## config.mk

```make
export PLATFORM = sky130hd
export DESIGN_NAME = mvm_dist
export DESIGN_NICKNAME = d
export VERILOG_FILES = /design/src/mvm_pkg.sv /design/src/mvm_dist.sv
export SDC_FILE = /design/constraint.sdc
export NUM_CORES = 2
export LEC_CHECK = 0
export CAP_MARGIN = 20
export CORE_MARGIN = 4
export CORE_UTILIZATION = 30
export CTS_CLUSTER_DIAMETER = 120
export CTS_CLUSTER_SIZE = 20
export DETAILED_ROUTE_END_ITERATION = 7
export DONT_BUFFER_PORTS = 1
export GPL_TIMING_DRIVEN = 1
export SYNTH_ARGS = -nofsm -noshare
export SYNTH_HDL_FRONTEND = slang
export SYNTH_SLANG_ARGS = --single-unit
```

## constraint.sdc

```tcl
create_clock -name clk -period 14.6 [get_ports clk]
set_input_delay 1.46 -clock clk [delete_from_list [all_inputs] [get_ports clk]]
set_output_delay 1.46 -clock clk [all_outputs]
set_load 0.01 [all_outputs]
```

## src/mvm_pkg.sv

```systemverilog
package mvm_pkg;

	localparam int MAX_VERTICES_DEF = 4096;
	localparam int COORD_BITS_DEF   = 24;

	localparam int IDX_W  = 12;
	localparam int CNT_W  = 13;
	localparam int LIM_W  = 24;
	localparam int SQ_W   = 2 * LIM_W;
	localparam int AXIS_W = 2;
	localparam int KIND_W = 2;
	localparam int REG_W  = 2;
	localparam int DATA_W = 24;

	// distance arithmetic: magnitudes at or above 2^MAG_W saturate
	localparam int MAG_W  = 26;
	localparam int DIST_W = 2 * MAG_W;
	localparam int DIFF_W = 34;
	localparam logic [DIST_W-1:0] DIST_MAX = '1;

	localparam logic OP_LOAD  = 1'b0;
	localparam logic OP_QUERY = 1'b1;

	localparam logic [AXIS_W-1:0] AXIS_X = 2'd0;
	localparam logic [AXIS_W-1:0] AXIS_Y = 2'd1;

	localparam logic [KIND_W-1:0] KIND_NONE  = 2'd0;
	localparam logic [KIND_W-1:0] KIND_EXACT = 2'd1;
	localparam logic [KIND_W-1:0] KIND_NEAR  = 2'd2;

	localparam logic [REG_W-1:0] REG_AXIS  = 2'd0;
	localparam logic [REG_W-1:0] REG_NEAR  = 2'd1;
	localparam logic [REG_W-1:0] REG_EXACT = 2'd2;
	localparam logic [REG_W-1:0] REG_COUNT = 2'd3;

	localparam logic [LIM_W-1:0] NEAR_RESET = 24'd205;

	typedef struct packed {
		logic             start;
		logic [IDX_W-1:0] index;
		logic             in_range;
	} query_t;

	typedef struct packed {
		logic             load_src;
		logic             issue;
		logic             flush;
		logic [IDX_W-1:0] idx;
	} dist_ctl_t;

	typedef struct packed {
		logic              busy;
		logic              valid;
		logic [IDX_W-1:0]  idx;
		logic [DIST_W-1:0] sq_dist;
	} dist_stat_t;

	typedef struct packed {
		logic              valid;
		logic [IDX_W-1:0]  source_index;
		logic [IDX_W-1:0]  match_index;
		logic [KIND_W-1:0] match_kind;
	} rsp_t;

endpackage

```

## src/mvm_dist.sv

```systemverilog
module mvm_dist #(
	parameter int COORD_BITS = mvm_pkg::COORD_BITS_DEF
) (
	input  logic                        clk,
	input  logic                        arst_n,
	input  mvm_pkg::dist_ctl_t          ctl,
	input  logic [mvm_pkg::AXIS_W-1:0]  axis,
	input  logic [3*COORD_BITS-1:0]     rd_word,
	output mvm_pkg::dist_stat_t         stat
);

	localparam int LANES = 3;

	logic signed [COORD_BITS:0]           src_q [LANES];
	logic signed [COORD_BITS-1:0]         rd_c [LANES];
	logic [LANES-1:0]                     neg_c;
	logic signed [mvm_pkg::DIFF_W-1:0]    diff_c [LANES];
	logic [mvm_pkg::DIFF_W-1:0]           mag_c [LANES];
	logic [mvm_pkg::DIST_W+1:0]           sum_c;

	logic                                 v_s1, v_s2, v_s3, v_s4;
	logic [mvm_pkg::IDX_W-1:0]            idx_s1, idx_s2, idx_s3, idx_s4;
	logic [mvm_pkg::MAG_W-1:0]            mag_s2 [LANES];
	logic [LANES-1:0]                     sat_s2;
	logic [mvm_pkg::DIST_W-1:0]           sq_s3 [LANES];
	logic [mvm_pkg::DIST_W-1:0]           dist_s4;

	always_comb begin
		neg_c[0] = (axis == mvm_pkg::AXIS_X);
		neg_c[1] = (axis == mvm_pkg::AXIS_Y);
		neg_c[2] = (axis != mvm_pkg::AXIS_X) && (axis != mvm_pkg::AXIS_Y);
		for (int i = 0; i < LANES; i++) begin
			rd_c[i]   = rd_word[i*COORD_BITS +: COORD_BITS];
			diff_c[i] = mvm_pkg::DIFF_W'(src_q[i]) - mvm_pkg::DIFF_W'(rd_c[i]);
			mag_c[i]  = diff_c[i][mvm_pkg::DIFF_W-1] ? mvm_pkg::DIFF_W'(-diff_c[i])
			                                          : mvm_pkg::DIFF_W'(diff_c[i]);
		end
		sum_c = (mvm_pkg::DIST_W+2)'(sq_s3[0]) + (mvm_pkg::DIST_W+2)'(sq_s3[1])
		      + (mvm_pkg::DIST_W+2)'(sq_s3[2]);
	end

	// mirrored source position, held for the whole scan
	always_ff @(posedge clk) begin
		if (ctl.load_src) begin
			for (int i = 0; i < LANES; i++) begin
				src_q[i] <= neg_c[i] ? -((COORD_BITS+1)'(rd_c[i]))
				                     : (COORD_BITS+1)'(rd_c[i]);
			end
		end
	end

	always_ff @(posedge clk or negedge arst_n) begin
		if (!arst_n) begin
			v_s1 <= 1'b0;
			v_s2 <= 1'b0;
			v_s3 <= 1'b0;
			v_s4 <= 1'b0;
		end else begin
			// drop everything in flight on an exact hit
			v_s1 <= ctl.issue && !ctl.flush;
			v_s2 <= v_s1 && !ctl.flush;
			v_s3 <= v_s2 && !ctl.flush;
			v_s4 <= v_s3 && !ctl.flush;
		end
	end

	always_ff @(posedge clk) begin
		idx_s1 <= ctl.idx;
		idx_s2 <= idx_s1;
		idx_s3 <= idx_s2;
		idx_s4 <= idx_s3;
		for (int i = 0; i < LANES; i++) begin
			mag_s2[i] <= mag_c[i][mvm_pkg::MAG_W-1:0];
			sat_s2[i] <= |mag_c[i][mvm_pkg::DIFF_W-1:mvm_pkg::MAG_W];
			sq_s3[i]  <= sat_s2[i] ? mvm_pkg::DIST_MAX
			                       : mvm_pkg::DIST_W'(mag_s2[i]) * mvm_pkg::DIST_W'(mag_s2[i]);
		end
		dist_s4 <= (|sum_c[mvm_pkg::DIST_W+1:mvm_pkg::DIST_W]) ? mvm_pkg::DIST_MAX
		                                                      : sum_c[mvm_pkg::DIST_W-1:0];
	end

	always_comb begin
		stat.busy    = v_s1 | v_s2 | v_s3 | v_s4;
		stat.valid   = v_s4;
		stat.idx     = idx_s4;
		stat.sq_dist = dist_s4;
	end

endmodule

```

Word level (Yosys, flattened, before mapping)
Memory sizes are Yosys's and may differ from the RTL's.
Cells that the tools add are included.
- $add $sub $neg: 11
- multiply operators: 3
- eq/ne operators: 2
- muxes and demuxes: 11
- bitwise gates (word level): 3
- reduce and logical (&&, ||, !) cells: 12
- operator list (cell ; count):
    26-bit by 26-bit multiplier with 52-bit output ; 3
    52-bit two-way mux ; 3
    34-bit two-way mux ; 3
    26-bit negation with 34-bit output ; 3
    25-bit by 24-bit subtractor with 26-bit output ; 3
    25-bit two-way mux ; 3
    24-bit negation with 25-bit output ; 3
    53-bit by 52-bit adder with 54-bit output ; 1
    52-bit by 52-bit adder with 53-bit output ; 1
    8-bit OR reduction ; 3
    1-bit logical AND ; 5
    1-bit OR ; 3
    2-bit by 1-bit == test with 1-bit output (second input constant) ; 1
    2-bit zero test ; 1
    1-bit two-way mux ; 2
    2-bit by 1-bit != test with 1-bit output (second input constant) ; 1
    2-bit nonzero test ; 1
    2-bit OR reduction ; 1
    1-bit zero test ; 1
- register bits: 107
- RAM bits: 309
- bits of input ports: 91
- logic and storage cells: 55
- memories: 3
- memory list (memory ; words ; width ; rd ports ; clocked after memory_dff ; wr ports ; line ; RTL):
    sq_s3 ; 3 ; 52 ; 3 ; 0 ; 3 ; mvm_dist.sv:25 ; logic [mvm_pkg::DIST_W-1:0] sq_s3 [LANES];
    mag_s2 ; 3 ; 26 ; 3 ; 0 ; 3 ; mvm_dist.sv:23 ; logic [mvm_pkg::MAG_W-1:0] mag_s2 [LANES];
    src_q ; 3 ; 25 ; 3 ; 0 ; 3 ; mvm_dist.sv:14 ; logic signed [COORD_BITS:0] src_q [LANES];

Logic depth before layout (Yosys ltp)
- depth in word-level cells: 4
- gate-level depth with buffers: 28
- mapped depth without buffers: 26

Worst setup path before layout
No wires, ideal clock.
- kind: reg2reg
- start: mem mag_s2[0][3] (netlist name)
- end: mem sq_s3[0][50] (netlist name)
- library setup time: 86 ps
- arrival time: 7179 ps
- data required time: 14514 ps
- slack: 7336 ps
- cell stages (with the launch flop): 25
- buffers on the path: 2
- period minus slack after synthesis: 7264 ps
- cells stage by stage: dfxtp_1 > clkbuf_1 > clkinv_1 > nor2_1 > fa_1 > fa_1 > fa_1 > inv_1 > fa_1 > inv_1 > fa_1 > fa_1 > inv_1 > fa_1 > inv_1 > ha_1 > clkbuf_1 > nand4_1 > or2_2 > or3_1 > o32ai_1 > o21ai_0 > o41ai_1 > nor4_1 > a211oi_1
- RTL lines (item ; line):
    from (decl) ; mvm_dist.sv:23
    to (decl) ; mvm_dist.sv:25

==> metrics.yaml <==
worst_hold_path:
  hp-class: "reg2reg"
  hold_depth: 0
  worstHoldEndpoint: "idx_s4[2]"
  hp-start: "idx_s3[2]"
routing:
  first_iter_violations: 3300
  dr.pass1.iters: 6
  wl_um: 204000
  ant_nets: 0
  drcViolationCount: 0
  vias_per_cell: 4.61
  wl_per_cell_um: 16.7
  vias: 56400
global_route:
  grt_antenna_before_repair: 11
  grt_pass1_vias: 60200
  grtUsageTotal_pct: 15.0
  grt_max_degree: 76
  grt_overflow_total: 0
  grt_pass1_wl_um: 333000
sta:
  fin_skew_ps: 50.9
  setup_viol: 0
  hold_viol: 0
  rsz0062_at_grt: "no"
  worst_slew_pin_slew_ps: 1220
  finalMaxSlewViolations: 0
  max_slew_margin_pct: 18.5
  fmax_mhz: 117
  finalCritPeriodShare_pct: 58.6
  whs_ps: 320
  setup-tns-final_ps: 0
  period_needed_ps: 8550
synth:
  avgSynthCellArea_um2: 9.09
  synth_compound_gate_area_share_pct: 8.77
  ys_seq_area_share_pct: 11.3
  synth_cells: 8822
  synth_top_family_by_area: "adder cells"
  synth-simple-area-share_pct: 12.5
  ys_async_sr_fraction_pct: 0.962
  synth_flop_cell: "dfxtp_1"
  synthAdderAreaFrac_pct: 51.1
  synthDistinctLibCells: 99
  yosysWarnings: 0
  ys_ff_latch: 416
  synthMuxAreaShare_pct: 0.395
  synth_edf_count: 75
  synth-xor-area-share_pct: 4.05
  netlist_area_um2: 80200
clock_tree:
  post_cts_buffers: 0
  clock_insertion_delay_worst_skew_ps: 670
  cts_resized: 0
  htreeDepth: 2
  cts_sinks: 416
  clock_path_buffers: 3
  clkTransAtPathRegs_ps: 80
  postCtsHoldBufs: 0
  clockRootBuffer: "clkbuf_16"
  cts_tree: "built"
  numCtsBuffers: 34
setup_path:
  critPathLaunchType: "flip-flop"
  critPathCaptureType: "flip-flop"
  r2r_start: "mag_s2[0][12]"
  rrSetupSlack_ps: 6050
  worstPathMaxFanout: 22
  arrival_ps: 9100
  worstPathRequired_ps: 15140
  r2r_cells: 22
  critical_path_class: "reg2reg"
  r2r_end: "sq_s3[0][48]"
cells_and_area:
  drive_gt1_share_pct: 2.40
  syn2layout_area_growth_pct: 6.58
  fillers: 27600
  nets: 11100
placement:
  gp_congestion: 0.884
  place.detailed.hpwl_um: 169000
  io_buffers: 0
floorplanning:
  die_h_um: 525
  rows: 189
  core_area_um2: 266000
  initial_core_util_pct: 30.2
  fp.dieArea_um2: 276000
  ios: 157
  die_x_um: 525
status:
  status: "completed"
job:
  maxCapViolCount: 0
-- kinds of logic after synthesis --
kind of cell | Yosys count
compound gates | 1076
fa+ha+maj | 2317
xor+xnor | 370
buf+inv | 2515
other cells | 1
flops | 416
mux | 31
simple gates | 2096
-- cell usage in the layout (no fill, tap or decap), drive strengths merged, types with 14 or more instances in the layout --
cell type	instances
inv	2246
fa	1595
nand2	899
ha	722
and2	401
dfxtp	337
nor2	299
a21oi	283
xnor2	248
o21ai	234
a21o	174
xor2	122
nand3	87
buf	79
edfxtp	75
nor2b	66
nor3	63
nand4	55
and3	54
a31oi	48
o21a	47
clkbuf	41
or2	38
a211oi	37
o31ai	35
nand2b	31
o211ai	30
o21bai	29
mux2i	26
or3	25
nor4	20
clkinv	15
or4	14
a21boi	14
-- final cells by class --
type	instances	area, um^2	share of cell area [%]
Antenna cell	8	20.0	0.0234
Inverter	2246	8430	9.87
Tap cell	3533	4420	5.17
Clock inverter	16	303	0.354
Multi-Input combinational cell	5893	61600	72.1
Clock buffer	41	908	1.06
Sequential cell	416	9110	10.7
Timing Repair Buffer	79	633	0.741
-- per-stage QoR --
stage | worst slack [ps] | area, um^2 | instances | utilization [%]
after detailed placement | 6220 | 84100 | 12200 | 31.7
after global routing | 5710 | 85400 | 12200 | 32.2
final | 6050 | 85400 | 12200 | 32.2
after global placement | 6330 | 84100 | 12200 | 31.7
after CTS | 6190 | 85300 | 12200 | 32.1
after floorplan | 7340 | 80200 | 8824 | -
-- routing by layer --
| metal | vias up | part of all wire (%) | global-route usage [%] |
|---|---|---|---|
| met3 | 192 | 5.7 | 2.52 |
| met5 | - | 0.020 | 0 |
| met1 | 28400 | 46 | 21.0 |
| li1 | 26600 | - | - |
| met4 | 6 | 2.3 | 3.27 |
| met2 | 1170 | 46 | 24.4 |
-- how the worst max path moves through the flow --
stage          cells after the start            to  slack, ps           from
5_1_grt                           22  sq_s3[0][44]       5710  mag_s2[0][12]
4_1_cts                           22  sq_s3[0][48]       6190  mag_s2[0][12]
2_1_floorplan                     24  sq_s3[0][50]       7340   mag_s2[0][3]
6_report                          22  sq_s3[0][48]       6050  mag_s2[0][12]
3_5_place_dp                      22  sq_s3[0][48]       6220  mag_s2[0][12]
3_3_place_gp                      22  sq_s3[0][48]       6330  mag_s2[0][12]
-- state kept, by name, summed over array words and instances, names as in the netlist, 3 cells and up --
signal / count
dist_s4: 52
idx_s1: 12
mag_s2: 78
idx_s4: 12
idx_s2: 12
src_q: 75
sat_s2: 3
sq_s3: 156
idx_s3: 12
-- critical path, stage by stage, from the launching register on --
cell and delay, ps:
dfxtp_1 1130, inv_1 380, nor2_1 280, inv_1 80
fa_1 490, fa_1 550, inv_1 50, fa_1 490
fa_1 460, fa_1 420, fa_1 510, inv_1 50
fa_1 470, inv_1 40, ha_1 400, nand4_1 190
or2_2 350, or3_1 350, o32ai_1 590, o21ai_0 200
a31oi_1 570, nor4b_1 300, nor3_1 90
-- Yosys cell counts, types with 66 or more instances --
master    count  share of area [%]
clkbuf_1    258                1.2
nand2_1     899                4.2
o21ai_0     227                1.4
ha_1        722                 11
edfxtp_1     75                2.8
a21oi_1     281                1.8
a21o_1      174                1.6
and2_1      400                3.1
nor2_1      299                1.4
nand3_1      87               0.54
dfxtp_1     337                8.4
xor2_1      122                1.3
inv_1      2238                 10
nor2b_1      66               0.52
fa_1       1595                 40
xnor2_1     247                2.7
Power is left out: the tool's default activity adds up to more than one toggle a clock period on the data nets, which glitch-free logic cannot reach.
