### src/mvm_pkg.sv
package mvm_pkg;

	localparam int MAX_VERTICES_DEF = 4096;
	localparam int COORD_BITS_DEF   = 24;

	localparam int IDX_W  = 12;
	localparam int CNT_W  = 13;
	localparam int LIM_W  = 24;
	localparam int SQ_W   = 2 * LIM_W;
	localparam int AXIS_W = 2;
	localparam int KIND_W = 2;
	localparam int REG_W  = 2;
	localparam int DATA_W = 24;

	// distance arithmetic: magnitudes at or above 2^MAG_W saturate
	localparam int MAG_W  = 26;
	localparam int DIST_W = 2 * MAG_W;
	localparam int DIFF_W = 34;
	localparam logic [DIST_W-1:0] DIST_MAX = '1;

	localparam logic OP_LOAD  = 1'b0;
	localparam logic OP_QUERY = 1'b1;

	localparam logic [AXIS_W-1:0] AXIS_X = 2'd0;
	localparam logic [AXIS_W-1:0] AXIS_Y = 2'd1;

	localparam logic [KIND_W-1:0] KIND_NONE  = 2'd0;
	localparam logic [KIND_W-1:0] KIND_EXACT = 2'd1;
	localparam logic [KIND_W-1:0] KIND_NEAR  = 2'd2;

	localparam logic [REG_W-1:0] REG_AXIS  = 2'd0;
	localparam logic [REG_W-1:0] REG_NEAR  = 2'd1;
	localparam logic [REG_W-1:0] REG_EXACT = 2'd2;
	localparam logic [REG_W-1:0] REG_COUNT = 2'd3;

	localparam logic [LIM_W-1:0] NEAR_RESET = 24'd205;

	typedef struct packed {
		logic             start;
		logic [IDX_W-1:0] index;
		logic             in_range;
	} query_t;

	typedef struct packed {
		logic             load_src;
		logic             issue;
		logic             flush;
		logic [IDX_W-1:0] idx;
	} dist_ctl_t;

	typedef struct packed {
		logic              busy;
		logic              valid;
		logic [IDX_W-1:0]  idx;
		logic [DIST_W-1:0] sq_dist;
	} dist_stat_t;

	typedef struct packed {
		logic              valid;
		logic [IDX_W-1:0]  source_index;
		logic [IDX_W-1:0]  match_index;
		logic [KIND_W-1:0] match_kind;
	} rsp_t;

endpackage

### src/mvm_ctrl.sv
module mvm_ctrl #(
	parameter int MAX_VERTICES = mvm_pkg::MAX_VERTICES_DEF,
	localparam int AW          = $clog2(MAX_VERTICES)
) (
	input  logic                        clk,
	input  logic                        arst_n,
	input  mvm_pkg::query_t             q,
	input  logic [mvm_pkg::LIM_W-1:0]   near_limit,
	input  logic [mvm_pkg::LIM_W-1:0]   exact_limit,
	input  logic [mvm_pkg::CNT_W-1:0]   vertex_count,
	input  mvm_pkg::dist_stat_t         stat,
	input  logic                        rsp_ready,
	output logic                        idle,
	output logic [AW-1:0]               raddr,
	output mvm_pkg::dist_ctl_t          ctl,
	output mvm_pkg::rsp_t               rsp
);

	typedef enum logic [3:0] {
		ST_IDLE = 4'b0001,
		ST_SRC  = 4'b0010,
		ST_SCAN = 4'b0100,
		ST_DONE = 4'b1000
	} state_t;

	state_t                      state_q;
	logic [mvm_pkg::CNT_W-1:0]   scan_q, count_q, clamp_c;
	logic [mvm_pkg::DIST_W-1:0]  best_q;
	logic [mvm_pkg::IDX_W-1:0]   best_idx_q, match_q, src_idx_q;
	logic [mvm_pkg::SQ_W-1:0]    exact_sq_q, near_sq_q;
	logic                        hit_q;
	mvm_pkg::rsp_t               rsp_q;

	logic issue_c, exact_c, better_c, near_ok_c, out_free_c;

	always_comb begin
		clamp_c    = (32'(vertex_count) > MAX_VERTICES) ? mvm_pkg::CNT_W'(MAX_VERTICES)
		                                                : vertex_count;
		exact_c    = (state_q == ST_SCAN) && stat.valid
		             && (stat.sq_dist <= mvm_pkg::DIST_W'(exact_sq_q));
		better_c   = (state_q == ST_SCAN) && stat.valid && (stat.sq_dist < best_q);
		issue_c    = ((state_q == ST_SRC) || (state_q == ST_SCAN)) && (scan_q < count_q)
		             && !exact_c;
		near_ok_c  = best_q <= mvm_pkg::DIST_W'(near_sq_q);
		out_free_c = !rsp_q.valid || rsp_ready;

		idle         = (state_q == ST_IDLE);
		raddr        = idle ? AW'(q.index) : AW'(scan_q);
		ctl.load_src = (state_q == ST_SRC);
		ctl.issue    = issue_c;
		ctl.flush    = exact_c;
		ctl.idx      = mvm_pkg::IDX_W'(scan_q);
		rsp          = rsp_q;
	end

	always_ff @(posedge clk or negedge arst_n) begin
		if (!arst_n) begin
			state_q    <= ST_IDLE;
			scan_q     <= '0;
			count_q    <= '0;
			best_q     <= mvm_pkg::DIST_MAX;
			best_idx_q <= '0;
			match_q    <= '0;
			src_idx_q  <= '0;
			exact_sq_q <= '0;
			near_sq_q  <= '0;
			hit_q      <= 1'b0;
			rsp_q      <= '0;
		end else begin
			if (rsp_q.valid && rsp_ready && (state_q != ST_DONE)) begin
				rsp_q.valid <= 1'b0;
			end
			if (issue_c) begin
				scan_q <= scan_q + 1'b1;
			end
			if (better_c && !exact_c) begin
				best_q     <= stat.sq_dist;
				best_idx_q <= stat.idx;
			end
			case (state_q)
				ST_IDLE: begin
					if (q.start) begin
						scan_q     <= '0;
						count_q    <= q.in_range ? clamp_c : '0;
						best_q     <= mvm_pkg::DIST_MAX;
						best_idx_q <= '0;
						hit_q      <= 1'b0;
						src_idx_q  <= q.index;
						exact_sq_q <= mvm_pkg::SQ_W'(exact_limit) * mvm_pkg::SQ_W'(exact_limit);
						near_sq_q  <= mvm_pkg::SQ_W'(near_limit) * mvm_pkg::SQ_W'(near_limit);
						state_q    <= ST_SRC;
					end
				end
				ST_SRC: begin
					state_q <= ST_SCAN;
				end
				ST_SCAN: begin
					if (exact_c) begin
						hit_q   <= 1'b1;
						match_q <= stat.idx;
						state_q <= ST_DONE;
					end else if (!issue_c && !stat.busy) begin
						state_q <= ST_DONE;
					end
				end
				ST_DONE: begin
					// hold until the output register is free
					if (out_free_c) begin
						rsp_q.valid        <= 1'b1;
						rsp_q.source_index <= src_idx_q;
						if (hit_q) begin
							rsp_q.match_kind  <= mvm_pkg::KIND_EXACT;
							rsp_q.match_index <= match_q;
						end else if (near_ok_c) begin
							rsp_q.match_kind  <= mvm_pkg::KIND_NEAR;
							rsp_q.match_index <= best_idx_q;
						end else begin
							rsp_q.match_kind  <= mvm_pkg::KIND_NONE;
							rsp_q.match_index <= '0;
						end
						state_q <= ST_IDLE;
					end
				end
				default: begin
					state_q <= ST_IDLE;
				end
			endcase
		end
	end

	a_idle_empty: assert property (@(posedge clk) disable iff (!arst_n)
		(state_q == ST_IDLE) |-> !stat.busy)
		else $error("distance pipeline not empty while idle");

	a_hit_ends_scan: assert property (@(posedge clk) disable iff (!arst_n)
		hit_q |-> ((state_q == ST_DONE) || (state_q == ST_IDLE)))
		else $error("exact hit flag set while scanning");

	a_scan_bound: assert property (@(posedge clk) disable iff (!arst_n)
		(state_q != ST_IDLE) |-> (scan_q <= count_q))
		else $error("scan ran past vertex count");

	a_none_zero: assert property (@(posedge clk) disable iff (!arst_n)
		(rsp_q.valid && (rsp_q.match_kind == mvm_pkg::KIND_NONE)) |-> (rsp_q.match_index == '0))
		else $error("no-match word carries a nonzero index");

	a_flush_stops: assert property (@(posedge clk) disable iff (!arst_n)
		exact_c |=> !stat.busy)
		else $error("pipeline not flushed after exact hit");

endmodule

### config.mk
export PLATFORM = sky130hd
export DESIGN_NAME = mvm_ctrl
export DESIGN_NICKNAME = d
export VERILOG_FILES = /design/src/mvm_pkg.sv /design/src/mvm_ctrl.sv
export SDC_FILE = /design/constraint.sdc
export NUM_CORES = 2
export LEC_CHECK = 0
export ABC_AREA = 1
export BUFFER_PORTS_ARGS = -buffer_cell sky130_fd_sc_hd__buf_2
export CAP_MARGIN = 15
export CORE_ASPECT_RATIO = 1.25
export CORE_MARGIN = 2
export CORE_UTILIZATION = 40
export DETAILED_ROUTE_END_ITERATION = 12
export PLACE_DENSITY = 0.55
export SYNTH_ARGS = -nofsm -noshare
export SYNTH_HDL_FRONTEND = slang
export SYNTH_SLANG_ARGS = --single-unit
### constraint.sdc
create_clock -name clk -period 3 [get_ports clk]
set_input_delay 0.3 -clock clk [delete_from_list [all_inputs] [get_ports clk]]
set_output_delay 0.3 -clock clk [all_outputs]
set_load 0.01 [all_outputs]
; ---- Word-level counts from Yosys, hierarchy flattened
; Index checks and enable logic that the tools add are counted.
[word_totals]
reg_bits = 242
[op_classes]
addsub = 1
mul = 2
order_cmp = 5
n_eq_ne = 9
muxes = 25
reduce_logical = 21
[op_table]
columns = operator, n
row1 = $mux 52, 3
row2 = $le 52x48->1, 2
row3 = $mul 24x24->48, 2
row4 = $mux 13, 5
row5 = $mux 27, 2
row6 = $lt 52x52->1, 1
row7 = $mux 12, 4
row8 = $mux 14, 2
row9 = $mux 4, 4
row10 = $pmux 4 s4, 1
row11 = $add 13x1->13 const B, 1
row12 = $gt 13x13->1 const B, 1
row13 = $lt 13x13->1, 1
row14 = $logic_and 1x1->1, 9
row15 = $ne 2x2->1 const B, 3
row16 = $reduce_and 2->1, 3
row17 = $reduce_and 3->1, 2
row18 = $eq 4x1->1 const B, 1
row19 = $eq 4x2->1 const B, 1
row20 = $eq 4x3->1 const B, 1
row21 = $eq 4x4->1 const B, 1
row22 = $logic_not 1->1, 4
row23 = $ne 4x4->1 const B, 1
row24 = $mux 1, 3
row25 = 4 further kinds, 5

; ---- Depth between registers and ports, before layout
[depth]
word_depth = 10
mapped_depth = 30
depth_no_buf = 29

; ---- Worst setup path before layout
; Ideal clock, no wire load.
[synth_path]
path_kind = input-to-reg
from = input near_limit[21] (netlist name)
to = register near_sq_q[47] (netlist name)
arrival_ps = 5968
path_slack_ps = -3085
stages = 26
path_cell_list = clkbuf_1 > clkbuf_1 > nand2_1 > fa_1 > inv_1 > fa_1 > inv_1 > fa_1 > fa_1 > inv_1 > fa_1 > fa_1 > inv_1 > fa_1 > inv_1 > ha_1 > inv_1 > o21ai_0 > a21oi_1 > a21boi_1 > o21ai_0 > nand2_1 > nand3_1 > or2_0 > nand3_1 > nand2_1
[synth_via]
elab_chain_len = 1
[synth_lines]
columns = item, line_no
row1 = start: declaration, mvm_ctrl.sv:8  ; input logic [mvm_pkg::LIM_W-1:0] near_limit,
row2 = $mul 24x24->48, mvm_ctrl.sv:90  ; near_sq_q <= mvm_pkg::SQ_W'(near_limit) * mvm_pkg::SQ_W'(near_limit);
row3 = end signal: assignment, mvm_ctrl.sv:90
row4 = end: declaration, mvm_ctrl.sv:30  ; logic [mvm_pkg::SQ_W-1:0] exact_sq_q, near_sq_q;
; No other way between the ends.
; A chain may end at the register's enable or synchronous reset.

; ---- Worst setup path in the final report
[layout_path]
from = input near_limit[17] (netlist name)
to = register near_sq_q[40] (netlist name)
; The elaborated chain is that of the path after synthesis.

==> summary.md <==
| Metric | Value |
|---|---|
| Result of the run | `finished, violations left` |
| Violated checks | `setup timing` |
| Number of distinct standard cells referenced by the synthesized netlist | `51` |
| Via/cell ratio | `4.73` |
| First-iteration detailed-routing DRC count | `1,617` |
| Detailed Routing Iterations Pass 1 | `5` |
| Tightest Pin Transition | `approximately 1100 ps` |
| Worst Path Class, Setup | `in -> reg` |
| Share of the synthesized area in the top cell type | `0.348` |
| Clock period minus worst slack | `~5600 ps` |
| Sequential cell area fraction in the yosys report | `0.125` |
| Top cells by area, synth | `sky130_fd_sc_hd__fa_1, sky130_fd_sc_hd__inv_1, sky130_fd_sc_hd__ha_1` |
| Root buf cell | `sky130_fd_sc_hd__clkbuf_16` |
| Max-slew violations | `0` |
| Layout cell share with drive strength beyond 1 | `0.318` |
| Wire length of the first global-routing pass | `235,000 um` |
| Worst reg2reg setup slack | `about 320 ps` |
| Clock-pin slew on the worst setup and hold paths | `70 ps` |
| Effective utilization at floorplan | `0.404` |
| Detailed Route WL | `144,000 um` |
| Cell depth of the worst min-delay path | `3` |
| Worst relative slew slack | `0.284` |
| Total nets after synthesis | `between 7,000 and 8,000` |
| CP startpoint kind | `input pin` |
| Achievable clock frequency | `178 MHz` |
| HPWL reported at the end of detailed placement | `121,000 um` |
| Worst Skew | `approximately 27 ps` |
| Most common cell in the netlist | `sky130_fd_sc_hd__inv_1` |
| Vias post-DR | `between 40,000 and 50,000` |
| Capturing point of the worst reg2reg path | `best_idx_q[11]` |
| Netlist area before placement | `around 49,000 um2` |
| Clock insertion delay at the later pin of the skew report | `approximately 550 ps` |
| Final core area utilization | `0.546` |
| Total global routing overflow | `0` |
| Clock net sink count | `240` |
| # fillers | `approximately 11,000` |
| Num ports | `199` |
| Die height | `approximately 390 um` |
| Number of antenna violations at the first check in global routing | `36` |
| Number of standard-cell rows in the floorplan | `approximately 140` |
| Reg-to-reg critical path startpoint | `exact_sq_q[42]` |
| Worst hold path endpoint | `best_q[26]` |
| Type of the worst min-delay path | `in -> reg` |
| Buffers from clock root to sink, at most | `3` |
| Vias in the first global route | `45,260` |
| Number of instances in the synthesized netlist | `slightly above 6,000` |
| Count of cells along the worst register-to-register path | `15` |
| Leading register cell type out of synthesis | `sky130_fd_sc_hd__dfrtp_1` |
| Gr usage total | `0.238` |
| Share of synthesized registers carrying an async set or reset | `1.00` |
| Ratio of final minimum period to clock period | `1.87` |
| Top cell types by occurrence after synthesis | `sky130_fd_sc_hd__inv_1, sky130_fd_sc_hd__nand2_1, sky130_fd_sc_hd__fa_1, sky130_fd_sc_hd__ha_1, sky130_fd_sc_hd__nor2_1` |
| RSZ-0062 raised after global routing | `yes` |
| TritonCTS buffer count | `23` |
| Worst setup EP type | `flop` |
| Critical path fanouts, max | `6` |
| Layout area overhead | `35.2%` |
| Crit path arrival time | `roughly 6000 ps` |
| Syn_area_per_cell | `about 8 um2` |
| GP Congestion | `~0.93` |
| Worst Slack Setup Final | `-2620 ps` |
| Number of enable flip-flop cells after synthesis | `0` |
| TritonCTS clock tree | `yes` |
| Antenna-violating nets left | `0` |
| Detail-routed net length per standard cell | `between 15 and 20 um` |
| Cell type contributing the most total cell area after synthesis | `sky130_fd_sc_hd__fa_1` |
| Total of warnings raised by yosys | `0` |
| Endpoints failing setup | `between 80 and 90` |
| Startpoint of the tightest hold check path | `stat[26]` |
| PortBufs | `slightly below 200` |
| Yosys reg bits | `240` |
| H-tree depth | `1` |
| Largest net degree at the start of global routing | `~130` |
| Floorplan Core Area | `around 120,000 um2` |
| Max_cap viols | `0` |
| Area of the die | `124,000 um2` |
| Number of nets in the finished design | `roughly 8,600` |
| Critical path required time | `~3400 ps` |
| Die extent in x | `approximately 320 um` |
| Number of design rule violations left after detail routing | `0` |
| Hold Violations, Final | `0` |
-- layout by cell type, fill, tap and decap left out, drive strengths merged, types with 8 or more instances in the layout --
master	count
or2	22
a21oi	203
inv	1850
dfrtp	187
nor4	11
nand2	1181
nand3b	15
a21o	9
o21bai	14
diode	18
ha	515
o211ai	8
a22oi	12
nor3	30
o22ai	11
nand4	39
buf	1095
dfstp	53
o21ai	265
dlygate4sd3	20
nor2	272
fa	844
xnor2	39
clkbuf	31
a21boi	12
xor2	35
a31oi	15
nand3	264
-- final cells by class --
class | count | area, um2 | area share
Inverter | 1850 | 6990 | 0.106
Tap cell | 1584 | 1980 | 0.0302
Multi-Input combinational cell | 3833 | 39700 | 0.605
Timing Repair Buffer | 1118 | 10000 | 0.152
Clock inverter | 13 | 184 | 0.00280
Sequential cell | 240 | 6070 | 0.0925
Antenna cell | 18 | 45.0 | 0.000686
Clock buffer | 28 | 646 | 0.00984
-- state kept, by name, indices dropped and copies added (netlist names) --
signal	flops
exact_sq_q	47
scan_q	13
hit_q	1
count_q	13
near_sq_q	47
state_q	4
src_idx_q	12
best_q	52
best_idx_q	12
rsp	27
match_q	12
-- cells by family after synthesis --
family | count (synthesis) | share of synthesized area
buf+inv | 2033 | 0.161
xor+xnor | 74 | 0.0134
flops | 240 | 0.125
fa+ha+maj | 1359 | 0.481
compound gates | 558 | 0.0624
simple gates | 1842 | 0.158
-- routing by layer --
metal	vias to the layer above	part of all wire	global-route usage
li1	19917	-	-
met1	20228	0.37	0.270
met2	602	0.55	0.457
met3	287	0.042	0.0220
met4	32	0.041	0.0815
met5	-	0.0014	0
-- worst max-delay path by stage --
stage / from / endpoint
4_1_cts: near_limit[14] / near_sq_q[31]
5_1_grt: exact_limit[8] / exact_sq_q[41]
3_3_place_gp: near_limit[9] / near_sq_q[43]
6_report: near_limit[17] / near_sq_q[40]
3_5_place_dp: near_limit[9] / near_sq_q[43]
2_1_floorplan: near_limit[21] / near_sq_q[30]
-- worst max-delay path, stage by stage --
cell and delay, ps:
sky130_fd_sc_hd__buf_12 120, sky130_fd_sc_hd__buf_12 130, sky130_fd_sc_hd__buf_6 110, sky130_fd_sc_hd__nand2_4 40, sky130_fd_sc_hd__fa_1 480, sky130_fd_sc_hd__inv_2 50
sky130_fd_sc_hd__fa_1 550, sky130_fd_sc_hd__inv_2 40, sky130_fd_sc_hd__fa_1 550, sky130_fd_sc_hd__inv_2 40, sky130_fd_sc_hd__fa_1 500, sky130_fd_sc_hd__fa_1 440
sky130_fd_sc_hd__fa_1 520, sky130_fd_sc_hd__inv_1 50, sky130_fd_sc_hd__fa_1 500, sky130_fd_sc_hd__inv_2 50, sky130_fd_sc_hd__ha_4 270, sky130_fd_sc_hd__a21oi_4 240
sky130_fd_sc_hd__o21ai_4 90, sky130_fd_sc_hd__buf_6 130, sky130_fd_sc_hd__a21oi_4 170, sky130_fd_sc_hd__nand2_2 90, sky130_fd_sc_hd__nand2_4 90, sky130_fd_sc_hd__nand3_2 80
sky130_fd_sc_hd__or2_4 240, sky130_fd_sc_hd__nand3_1 60, sky130_fd_sc_hd__o21ai_1 80
-- through the flow --
step | hold slack [ps] | instances | TNS (ps) | cell area (um2) | setup slack [ps]
after CTS | 1.19 | 8627 | -186850 | 64000 | -2630
after global placement | 295 | 8468 | -262450 | 58700 | -3680
after floorplan | 4.41 | 6106 | -183430 | 51500 | -2640
final | 25.9 | 8684 | -187740 | 65600 | -2620
after detailed placement | 292 | 8468 | -264030 | 58700 | -3670
after global routing | 29.2 | 8670 | -203470 | 65600 | -2800
-- repair_timing --
item	4_1_cts	5_1_grt
hold buffers	20	0
gates cloned	7	2
endpoints found under the setup margin	88	88
endpoints found under the hold margin	60	0
pin swaps	321	215
setup buffers	93	43
gates resized for setup	926	344
Power is left out: the tool's default activity adds up to more than one toggle a clock period on the data nets, which glitch-free logic cannot reach.
